==> src/rtl/core/psdf_pkg.sv <==
// shared constants, types and helpers for the strength/density fitness core
// no dependencies
`default_nettype none
package psdf_pkg;
	localparam int POP_MAX  = 1024;
	localparam int MAX_RANK = 8;
	localparam int ADDR_W   = $clog2(POP_MAX);
	localparam int CNT_W    = $clog2(POP_MAX + 1);
	localparam int OBJ_W    = 20;
	localparam int PT_W     = 2 * OBJ_W;
	localparam int RND_W    = 14;
	localparam int SQ_W     = 41;
	localparam int RANK_W   = 4;
	localparam int KW       = $clog2(MAX_RANK + 1);
	localparam int RIDX_W   = (MAX_RANK > 1) ? $clog2(MAX_RANK) : 1;
	localparam int QI_W     = 10;
	localparam int STR_W    = 10;
	localparam int DEN_W    = 16;
	localparam int FIT_W    = 26;
	localparam int QDEPTH   = 2;
	localparam int PTR_W    = 1;
	localparam int LVL_W    = 2;

	localparam logic [RANK_W-1:0] RANK_RESET = 4'd6;

	typedef enum logic [1:0] {
		REQ_CLEAR = 2'd0,
		REQ_LOAD  = 2'd1,
		REQ_QUERY = 2'd2,
		REQ_NONE  = 2'd3
	} req_t;

	localparam logic [1:0] ST_OK       = 2'd0;
	localparam logic [1:0] ST_MISSING  = 2'd1;
	localparam logic [1:0] ST_OVERFLOW = 2'd2;

	typedef struct packed {
		req_t             kind;
		logic [OBJ_W-1:0] a;
		logic [OBJ_W-1:0] b;
		logic [QI_W-1:0]  qi;
	} cmd_t;

	// round q4.16 half-up to thousandths
	function automatic logic [RND_W-1:0] thousandths(input logic [OBJ_W-1:0] v);
		logic [29:0] p;
		p = 30'(v) * 30'd1000 + 30'd32768;
		return p[29:16];
	endfunction
endpackage
`default_nettype wire

==> src/rtl/core/psdf_front.sv <==
// front end: takes requests, drops unused codes, queues them for the back end
// depends on psdf_pkg
`default_nettype none
module psdf_front (
	input  wire logic             clk,
	input  wire logic             arst_n,
	input  wire logic             start,
	output logic                  busy,
	input  wire logic [1:0]       req_type,
	input  wire logic [19:0]      first_objective,
	input  wire logic [19:0]      second_objective,
	input  wire logic [9:0]       query_index,
	input  wire logic             pop,
	output logic                  cmd_valid,
	output psdf_pkg::cmd_t        cmd
);
	import psdf_pkg::*;

	cmd_t              q_mem_q [QDEPTH];
	logic [PTR_W-1:0]  wr_ptr_q, rd_ptr_q;
	logic [LVL_W-1:0]  level_q;
	logic              push, do_pop;

	// classify: unused request code takes no queue slot
	assign busy      = (level_q == LVL_W'(QDEPTH));
	assign push      = start && !busy && (req_t'(req_type) != REQ_NONE);
	assign cmd_valid = (level_q != '0);
	assign do_pop    = pop && cmd_valid;
	assign cmd       = q_mem_q[rd_ptr_q];

	// queue storage
	always_ff @(posedge clk) begin
		if (push) begin
			q_mem_q[wr_ptr_q] <= '{kind: req_t'(req_type), a: first_objective,
				b: second_objective, qi: query_index};
		end
	end

	// pointers and fill level
	always_ff @(posedge clk or negedge arst_n) begin
		if (!arst_n) begin
			wr_ptr_q <= '0;
			rd_ptr_q <= '0;
			level_q  <= '0;
		end else begin
			if (push)
				wr_ptr_q <= (wr_ptr_q == PTR_W'(QDEPTH - 1)) ? '0 : wr_ptr_q + 1'b1;
			if (do_pop)
				rd_ptr_q <= (rd_ptr_q == PTR_W'(QDEPTH - 1)) ? '0 : rd_ptr_q + 1'b1;
			if (push && !do_pop)
				level_q <= level_q + 1'b1;
			else if (do_pop && !push)
				level_q <= level_q - 1'b1;
		end
	end
endmodule
`default_nettype wire

==> config.mk <==
export PLATFORM = sky130hd
export DESIGN_NAME = psdf_front
export DESIGN_NICKNAME = d
export VERILOG_FILES = /design/src/rtl/core/psdf_pkg.sv /design/src/rtl/core/psdf_front.sv
export SDC_FILE = /design/constraint.sdc
export NUM_CORES = 1
export LEC_CHECK = 0
export ABC_AREA = 0
export BUFFER_PORTS_ARGS = -buffer_cell sky130_fd_sc_hd__buf_2
export CAP_MARGIN = 15
export CORE_UTILIZATION = 56
export DETAILED_ROUTE_END_ITERATION = 8
export GPL_ROUTABILITY_DRIVEN = 0
export PLACE_DENSITY = 0.88
export SYNTH_ARGS = -nofsm -noshare
export SYNTH_HDL_FRONTEND = slang
export SYNTH_SLANG_ARGS = --single-unit
==> constraint.sdc <==
create_clock -name clk -period 7.2 [get_ports clk]
set_input_delay 0.36 -clock clk [delete_from_list [all_inputs] [get_ports clk]]
set_output_delay 0.36 -clock clk [all_outputs]
set_load 0.02 [all_outputs]
# == Word-level counts from Yosys, hierarchy flattened ==
# Memories as Yosys holds them, arrays and structs flattened.
# Cells that the tools add are included.
# totals
ff_bits,4
latch_bits,0
mem_bits_rw,104
romBits,0
in_bits,56
elab_cells,26
n_memories,1
# mem_list
memory,depth,word_bits,read_ports,rd_clocked_by_memory_dff,write_ports,line_no,text
q_mem_q,2,52,1,0,1,psdf_front.sv:19,cmd_t q_mem_q [QDEPTH];
# op_classes
n_addsub,4
n_mul,0
div,0
order_cmp,0
n_eq_ne,2
n_shift,0
n_mux,6
n_bitwise,0
reduce_logical,10
# ops
cell,count
logical AND 1 bit,5
2-to-1 mux 1 bit,4
2-to-1 mux 2 bit,2
nonzero test 2 bit,2
logical NOT 1 bit,3
adder 1 bit (second input constant),2
adder 2 x 1 -> 2 bit (second input constant),1
== test 2 bit (second input constant),1
!= test 2 bit (second input constant),1
subtractor 2 x 1 -> 2 bit (second input constant),1

# == Depth between registers and ports, before layout ==
# Gate-level depths: netlist (run 1).
# depth
ltp_word,8
mapped_depth,7
depth_no_buf,7

# == Worst setup path before layout (run 1) ==
# No wires, ideal clock.
# synth_path
path_type,register -> register
startpoint,register level_q[1]
endpoint,memory q_mem_q[0][0] in the netlist's numbering (enable)
setup_ns,0.462
arrival_ns,2.942
required_time_ns,6.738
slack_ns,3.797
path_stages_with_launch,4
period_less_slack_ns,3.403
cell_sequence,dfrtp_1 > nor2b_2 > nand3b_4 > nor2_1
# synth_via
elab_chain_len,6
# synth_lines
item,line_no,text
start: declaration,psdf_front.sv:21,logic [LVL_W-1:0] level_q;
start signal: assignment,psdf_front.sv:51,level_q <= level_q + 1'b1;
start signal: assignment,psdf_front.sv:53,level_q <= level_q - 1'b1;
== test 2 bit,psdf_front.sv:25,assign busy = (level_q == LVL_W'(QDEPTH));
net busy,psdf_front.sv:8,"output logic busy,"
logical NOT 1 bit,psdf_front.sv:26,assign push = start && !busy && (req_t'(req_type) != REQ_NONE);
logical AND 1 bit (2 in series),psdf_front.sv:26,
2-to-1 mux 1 bit,psdf_front.sv:33,if (push) begin
2-to-1 mux 1 bit (implied by the code),psdf_front.sv:34,"q_mem_q[wr_ptr_q] <= '{kind: req_t'(req_type), a: first_objective,"
end: declaration,psdf_front.sv:19,
# The timed path passes the listed nets, and every way through them passes these cells.

==> results of run 1 <==
## cell usage after synthesis
library cell	n	area (µm²)
edfxtp_1	104	3120
mux2_4	49	736
buf_12	5	100
dfrtp_1	4	100
mux2_2	3	33.8
nor2_1	3	11.3
xnor2_1	3	26.3
inv_1	2	7.51
nand2_1	2	7.51
xor2_1	2	17.5
buf_6	1	11.3
ha_1	1	12.5
nand3b_4	1	20.0
nor2b_2	1	8.76
or2_1	1	6.26
## state kept, by name, indices dropped and copies added, names as in the netlist
name and cells:
level_q 2, q_mem_q 104, wr_ptr_q 1, rd_ptr_q 1
## critical path, stage by stage (launching register included)
cell     delay (ns)
dfrtp_4        1.07
mux2_2         0.43
buf_2          0.16
## power breakdown
part	internal [mW]	total, mW	switching (mW)
logic	0.328	0.649	0.322
registers	0.825	0.938	0.113
clock network	0.159	0.344	0.185
## area by class of cell
cell class | count | share of cell area, %
Clock buffer | 11 | 2.63
Timing Repair Buffer | 112 | 11.4
Clock inverter | 4 | 1.00
Sequential cell | 108 | 64.5
Multi-Input combinational cell | 66 | 17.9
Inverter | 2 | 0.150
Tap cell | 99 | 2.48
## cell usage in the layout, fill, tap and decap left out, types with 3 or more instances in the layout
cell type / synthesis / routed
edfxtp_1: 104 / 104
dfrtp_1: 4 / 3
xnor2_1: 3 / 3
buf_2: 0 / 109
mux2_4: 49 / 49
mux2_2: 3 / 3
clkbuf_8: 0 / 9
## through the flow
stage | area [µm²] | hold slack (ns) | setup WS, ns | utilization [%]
detailed placement | 4810 | 0.176 | 5.18 | 66.4
floorplan | 4220 | 0.0644 | 3.80 | -
global route | 5000 | 0.160 | 4.72 | 69.0
CTS | 5000 | 0.175 | 4.78 | 69.0
finish | 5000 | 0.184 | 4.81 | 69.0
global placement | 4810 | 0.170 | 5.19 | 66.4
## worst paths after layout
kind	startpoint	to	slack, ns	depth (start not counted)
worst max register to register	level_q[1]	q_mem_q[0][34]	5.21	4
worst max-delay path	rd_ptr_q	cmd[29]	4.81	2
min in group asynchronous	arst_n	level_q[0]	0.34	2
worst min register to register	level_q[1]	level_q[1]	0.49	1
worst min-delay path	second_objective[12]	q_mem_q[0][22]	0.18	1
max in group asynchronous	arst_n	rd_ptr_q	6.72	2
## layer usage
metal	GRT usage [%]	share of wire (%)
met5	0	0
met1	20.0	41
met3	6.44	7.2
met4	7.62	1.7
met2	28.8	50
## kinds of logic after synthesis
group | Yosys count | synth area share (%)
flops | 108 | 76.3
xor+xnor | 5 | 1.04
buf+inv | 8 | 2.82
fa+ha+maj | 1 | 0.296
mux | 52 | 18.2
simple gates | 8 | 1.27
==> results.py, run 1 <==
metrics = {
    "finish": {
        "multi_input_area_um2": 895,
        "diodes": 0,
        "fill_cells": 497,
        "layout.nets": 356,
        "drive_above_1_share_pct": 59.4,
        "final_cells": 402,
        "regArea_mm2": 0.00323,
        "areaGrowthSynthToFinish_pct": 18.6,
    },
    "sta": {
        "worstMarginPinSlew_ns": 0.964,
        "slew_viol_final": 0,
        "fin_setup_tns_ns": 0,
        "hold_viol": 0,
        "finalClockSkew_ns": 0.0100,
        "period_minus_slack_ns": 2.39,
        "slew_headroom_pct": 35.7,
        "rsz0062_at_grt": "no",
        "finalCritPeriodShare_pct": 33.2,
        "setup_viol": 0,
        "max_freq_ghz": 0.418,
    },
    "yosys": {
        "syn_area_per_cell_um2": 23.2,
        "yosysWarnings": 0,
        "synth_cell_types": 15,
        "syn-instance-count": 182,
        "ys_seq_area_share_pct": 76.3,
        "syn-cell-area_mm2": 0.00422,
        "syn-num-nets": 239,
        "ys_seq_elements": 108,
    },
    "clocking": {
        "cts_tree": "yes",
        "post_cts_buffers": 0,
        "cts.clk_slew.worst_paths_ns": 0.10,
        "clkSinkCount": 108,
        "postCtsHoldBufs": 1,
        "post_cts_resized": 0,
        "clockBufferDepth": 2,
        "clk_root_buffer_cell": "clkbuf_8",
        "clk_latency_ns": 0.36,
        "htreeDepth": 3,
        "numCtsBuffers": 9,
    },
    "placement": {
        "hpwl_um": 4270,
        "port_buffers": 109,
        "placed_cells": 386,
    },
    "route": {
        "first_pass_iters": 4,
        "wl_per_cell_um": 16.2,
        "num_vias": 2000,
        "drtIter0Drc": 86,
        "drtAntennaViolNets": 0,
        "drt_wl_total_um": 6500,
        "viasPerCell": 4.98,
        "drc": 0,
    },
    "grt": {
        "antenna_found_initial": 0,
        "grt-ovfl-total": 0,
        "grt_max_degree": 54,
        "grt.total_usage_pct": 17.2,
        "grt_pass1_wl_um": 9400,
        "first_global_vias": 2021,
    },
    "die": {
        "start_util_pct": 58.2,
        "die_h_um": 88.8,
        "core_mm2": 0.00725,
        "die_area_mm2": 0.00789,
        "floorplan.rows": 31,
        "fp.dieW_um": 88.8,
        "io-pin-count": 110,
    },
    "min_path": {
        "hp-class": "input port to flop",
    },
    "critical_path": {
        "critPathArrivalTime_ns": 2.03,
        "crit_path_max_fanout": 53,
        "cp.required_ns": 6.84,
        "crit_type": "flop to primary output",
        "worst_setup_path_end_kind": "primary output",
        "worst_setup_path_start_kind": "flop",
    },
    "run": {
        "drv_cap": 0,
    },
    "power_and_ir_drop": {
        "leakagePower_nw": 2.01,
        "power_mw": 1.93,
        "powerDensity_mw_per_mm2": 386,
        "peakVddDrop_v": 0.000275,
    },
    "outcome": {
        "run_status": "completed",
    },
}
No activity file was read; power rests on OpenSTA's default activity.
==> run 2, diff against run 1 <==
--- a/config.mk
+++ b/config.mk
@@ -8,10 +8,10 @@
 export ABC_AREA = 0
 export BUFFER_PORTS_ARGS = -buffer_cell sky130_fd_sc_hd__buf_2
 export CAP_MARGIN = 15
-export CORE_UTILIZATION = 56
+export CORE_UTILIZATION = 52
 export DETAILED_ROUTE_END_ITERATION = 8
 export GPL_ROUTABILITY_DRIVEN = 0
-export PLACE_DENSITY = 0.88
+export PLACE_DENSITY = 0.83
 export SYNTH_ARGS = -nofsm -noshare
 export SYNTH_HDL_FRONTEND = slang
 export SYNTH_SLANG_ARGS = --single-unit
==> constraint.sdc (replaced) <==
create_clock -name clk -period 2.5 [get_ports clk]
set_input_delay 0.125 -clock clk [delete_from_list [all_inputs] [get_ports clk]]
set_output_delay 0.125 -clock clk [all_outputs]
set_load 0.02 [all_outputs]
==> results.py, run 2 (same netlist as run 1, synthesis figures left out) <==
metrics = {
    "placement": {
        "hpwl_um": 4710,
        "post_dp_cell_area_mm2": 0.00485,
        "port_buffers": 109,
    },
    "sta": {
        "finalCritPeriodShare_pct": 80.4,
        "slew_headroom_pct": 65.5,
        "hold_ws_ns": 0.0667,
        "period_minus_slack_ns": 2.01,
        "rsz0062_at_grt": "no",
        "setup_viol": 0,
        "fin_setup_tns_ns": 0,
        "slew_viol_final": 0,
        "hold_viol": 0,
        "finalClockSkew_ns": 0.00747,
        "max_freq_ghz": 0.498,
        "worstMarginPinSlew_ns": 0.518,
    },
    "finish": {
        "drive_above_1_share_pct": 51.8,
        "fin_util_pct": 71.7,
        "largest_register_ffs": 104,
        "fill_cells": 515,
        "fin_area_mm2": 0.00560,
        "regMostFlops": "q_mem_q",
        "areaGrowthSynthToFinish_pct": 32.7,
        "final_common_cell": "buf_2",
        "layout_common_cells": "109 x buf_2, 104 x edfxtp_1, 53 x dlygate4sd3_1",
        "reg_top3": "q_mem_q x104, level_q x2",
        "layout.nets": 413,
        "diodes": 0,
    },
    "power_and_ir_drop": {
        "powerDensity_mw_per_mm2": 1030,
        "peakVddDrop_v": 0.000691,
        "leakagePower_nw": 2.27,
        "power_mw": 5.78,
    },
    "clocking": {
        "clockBufferDepth": 2,
        "cts_tree": "yes",
        "numCtsBuffers": 9,
        "cts.clk_slew.worst_paths_ns": 0.09,
        "clk_root_buffer_cell": "clkbuf_8",
        "post_cts_buffers": 0,
        "clk_latency_ns": 0.35,
        "post_cts_resized": 0,
        "htreeDepth": 3,
        "clkSinkCount": 108,
    },
    "die": {
        "floorplan.rows": 32,
        "die_h_um": 92.1,
        "core_mm2": 0.00781,
        "io-pin-count": 110,
        "fp.dieW_um": 92.1,
        "start_util_pct": 54.1,
        "die_area_mm2": 0.00848,
    },
    "critical_path": {
        "cp_cell_sequence": "buf_4, mux2_4, buf_2",
        "worst_setup_path_end_kind": "primary output",
        "critical-path-max-stage-delay_ns": 0.71,
        "crit_type": "flop to primary output",
        "crit_path_max_fanout": 24,
        "crit-reg2reg-launch": "level_q[1]",
        "critPathArrivalTime_ns": 1.88,
        "crit_path_start": "rd_ptr_q",
        "cp.required_ns": 2.38,
        "crit_slowest_cell": "dfrtp_4",
        "worst_setup_path_start_kind": "flop",
    },
    "grt": {
        "grt-ovfl-total": 0,
        "grt.total_usage_pct": 17.5,
        "antenna_found_initial": 0,
        "grt_max_degree": 40,
        "grt_pass1_wl_um": 10800,
        "first_global_vias": 2244,
    },
    "min_path": {
        "hp-class": "input port to flop",
        "hold_start": "pop",
    },
    "run": {
        "drv_cap": 0,
    },
    "route": {
        "drt_wl_total_um": 7290,
        "wl_per_cell_um": 15.8,
        "first_pass_iters": 4,
        "num_vias": 2195,
        "drtAntennaViolNets": 0,
        "drc": 0,
        "drtIter0Drc": 55,
        "viasPerCell": 4.74,
    },
    "outcome": {
        "run_status": "completed",
    },
}
run 2: layer usage:
layer	track usage (%)	share of wire [%]
met5	0	0
met4	7.68	1.9
met3	2.90	4.4
met2	31.7	53
met1	20.3	40
run 2: stage by stage:
step / instances / setup slack (ns)
after floorplan: 182 / -0.0371
after global placement: 394 / 0.860
after detailed placement: 394 / 0.799
after CTS: 463 / 0.455
after global routing: 463 / 0.412
final: 463 / 0.491
run 2: worst max-delay path: cells and delay by family, from the launching register on:
kind	cells	cell delay, ns
buf+inv	2	0.49
flops	1	0.71
mux	1	0.33
run 2: worst paths after layout:
kind                            cells past startpoint  slack, ns             end
worst max-delay path                                3       0.49         cmd[47]
worst min-delay path                                3       0.07        rd_ptr_q
worst max register to register                      4       0.78  q_mem_q[0][29]
worst min register to register                      1       0.51      level_q[1]
max in group asynchronous                           2       2.25        rd_ptr_q
min in group asynchronous                           2       0.11      level_q[0]
run 2: report_power, final:
group          switching (mW)  total (mW)  internal (mW)
sequential              0.206        2.58           2.38
combinational            1.08        2.09           1.01
clock                   0.541        1.11          0.565
run 2: final cells by class:
cell class | count | area [µm²] | share of cell area (%)
inverters | 2 | 7.51 | 0.134
clock buffers | 10 | 128 | 2.28
multi-input cells | 66 | 895 | 16.0
repair buffers | 169 | 1130 | 20.2
flip-flops and latches | 108 | 3230 | 57.6
clock inverters | 6 | 87.6 | 1.56
well taps | 102 | 128 | 2.28
run 2: what timing repair did:
action                     4_1_cts  5_1_grt
hold endpoints to repair       108        0
setup endpoints to repair        0        0
hold buffers                    53        0
==> run 3, diff against run 2 <==
==> constraint.sdc (replaced) <==
create_clock -name clk -period 2.09 [get_ports clk]
set_input_delay 0.1045 -clock clk [delete_from_list [all_inputs] [get_ports clk]]
set_output_delay 0.1045 -clock clk [all_outputs]
set_load 0.02 [all_outputs]
==> results.py, run 3 (same netlist as run 1, synthesis figures left out) <==
metrics = {
    "finish": {
        "layout_common_cells": "109 x buf_2, 104 x edfxtp_1, 53 x dlygate4sd3_1",
        "layout.nets": 413,
        "drive_above_1_share_pct": 52.1,
        "areaGrowthSynthToFinish_pct": 32.0,
        "largest_register_ffs": 104,
        "fill_cells": 502,
        "fin_area_mm2": 0.00557,
        "reg_top3": "q_mem_q x104, level_q x2",
        "diodes": 0,
        "regMostFlops": "q_mem_q",
        "final_common_cell": "buf_2",
    },
    "grt": {
        "grt_max_degree": 31,
        "grt.total_usage_pct": 18.2,
        "grt-ovfl-total": 0,
        "grt_pass1_wl_um": 11300,
        "first_global_vias": 2298,
        "antenna_found_initial": 0,
    },
    "route": {
        "drtAntennaViolNets": 0,
        "first_pass_iters": 5,
        "viasPerCell": 4.83,
        "drtIter0Drc": 102,
        "drc": 0,
        "drt_wl_total_um": 7380,
        "num_vias": 2238,
        "wl_per_cell_um": 15.9,
    },
    "clocking": {
        "numCtsBuffers": 9,
        "post_cts_buffers": 0,
        "clkSinkCount": 108,
        "clk_latency_ns": 0.36,
        "clockBufferDepth": 2,
        "cts_tree": "yes",
        "clk_root_buffer_cell": "clkbuf_8",
        "htreeDepth": 3,
        "cts.clk_slew.worst_paths_ns": 0.10,
    },
    "power_and_ir_drop": {
        "power_mw": 6.77,
        "powerDensity_mw_per_mm2": 1210,
        "switching_share_pct": 33.1,
        "peakVddDrop_v": 0.000795,
        "p_int_mw": 4.53,
        "leakagePower_nw": 2.26,
        "power_frac_seq_pct": 45.1,
        "combPwrFrac_pct": 38.2,
        "clkPwrFrac_pct": 16.7,
        "switchingPower_mw": 2.24,
    },
    "critical_path": {
        "critical-path-max-stage-delay_ns": 0.64,
        "worst_setup_path_start_kind": "flop",
        "critPathArrivalTime_ns": 1.80,
        "reg2regPathDepth": 4,
        "crit_path_max_fanout": 18,
        "crit_slowest_cell": "dfrtp_4",
        "cp.required_ns": 1.99,
        "cp_cell_sequence": "buf_4, mux2_2, buf_2",
        "r2r_slack_ns": 0.45,
        "worst_setup_path_end_kind": "primary output",
        "crit-reg2reg-launch": "level_q[1]",
        "crit_type": "flop to primary output",
        "rr_endpoint": "q_mem_q[1][11]",
    },
    "sta": {
        "setup_ws_ns": 0.181,
        "period_minus_slack_ns": 1.91,
        "rsz0062_at_grt": "no",
        "hold_viol": 0,
        "fin_setup_tns_ns": 0,
        "max_freq_ghz": 0.524,
        "worstMarginPinSlew_ns": 0.417,
        "finalCritPeriodShare_pct": 91.4,
        "slew_viol_final": 0,
        "slew_headroom_pct": 72.2,
        "finalClockSkew_ns": 0.00852,
        "setup_viol": 0,
    },
    "die": {
        "die_area_mm2": 0.00848,
        "die_h_um": 92.1,
        "io-pin-count": 110,
        "fp.dieW_um": 92.1,
        "core_mm2": 0.00781,
        "floorplan.rows": 32,
        "start_util_pct": 54.1,
    },
    "min_path": {
        "hold_start": "pop",
        "hp-class": "input port to flop",
        "hold-path-endpoint": "rd_ptr_q",
        "min_path_cells": 3,
    },
    "placement": {
        "port_buffers": 109,
        "dp_slack_ns": 0.464,
        "hpwl_um": 4520,
        "post_dp_cell_area_mm2": 0.00487,
    },
    "outcome": {
        "run_status": "completed",
    },
    "run": {
        "drv_cap": 0,
    },
}
## run 3: critical path: cells and delay by family (launching register included)
kind,cells,cell delay (ns)
buffers and inverters,2,0.45
flip-flops,1,0.64
multiplexers,1,0.35
## run 3: area by class of cell
cell class / instances / area [µm²] / area share, %
timing repair buffer: 169 / 1140 / 20.5
clock inverter: 6 / 48.8 / 0.875
sequential: 108 / 3230 / 57.9
inverter: 2 / 7.51 / 0.135
multi-input combinational: 66 / 895 / 16.0
tap: 102 / 128 / 2.29
clock buffer: 10 / 128 / 2.29
## run 3: what timing repair did
| action | CTS | global route |
|---|---|---|
| gates resized for setup | 0 | 0 |
| hold buffers | 53 | 0 |
| endpoints found under the hold margin | 108 | 0 |
## run 3: per-stage QoR
| stage | std cells | hold WS, ns | utilization, % |
|---|---|---|---|
| 3_3_place_gp | 394 | -0.0823 | 62.3 |
| 5_1_grt | 463 | 0.0370 | 71.4 |
| 3_5_place_dp | 394 | -0.0764 | 62.3 |
| 6_report | 463 | 0.0471 | 71.4 |
| 2_1_floorplan | 182 | -0.191 | - |
| 4_1_cts | 463 | 0.0210 | 71.4 |
## run 3: power by group through the flow
| stage | registers [mW] | clock network (mW) | logic (mW) |
|---|---|---|---|
| final | 3.05 | 1.13 | 2.58 |
| after global routing | 3.09 | 1.24 | 2.73 |
| after CTS | 3.06 | 1.16 | 2.60 |
| after detailed placement | 3.11 | 0 | 2.51 |
| after global placement | 3.07 | 0 | 2.48 |
| after floorplan | 2.99 | 0 | 2.09 |
## run 3: metal layers
layer | track usage, % | part of all wire, % | up-vias
li1 | - | - | 1053
met1 | 21.0 | 41 | 1097
met2 | 33.1 | 54 | 80
met3 | 3.90 | 4.7 | 8
met4 | 6.64 | 1.1 | 0
met5 | 0 | 0 | -
## run 3: how the worst max path moves through the flow
stage          depth (start not counted)        from        endpoint
2_1_floorplan                          3  level_q[1]   q_mem_q[0][0]
5_1_grt                                3    rd_ptr_q         cmd[29]
4_1_cts                                3    rd_ptr_q         cmd[29]
3_5_place_dp                           4  level_q[1]  q_mem_q[1][48]
6_report                               3    rd_ptr_q         cmd[29]
3_3_place_gp                           4  level_q[1]  q_mem_q[1][29]
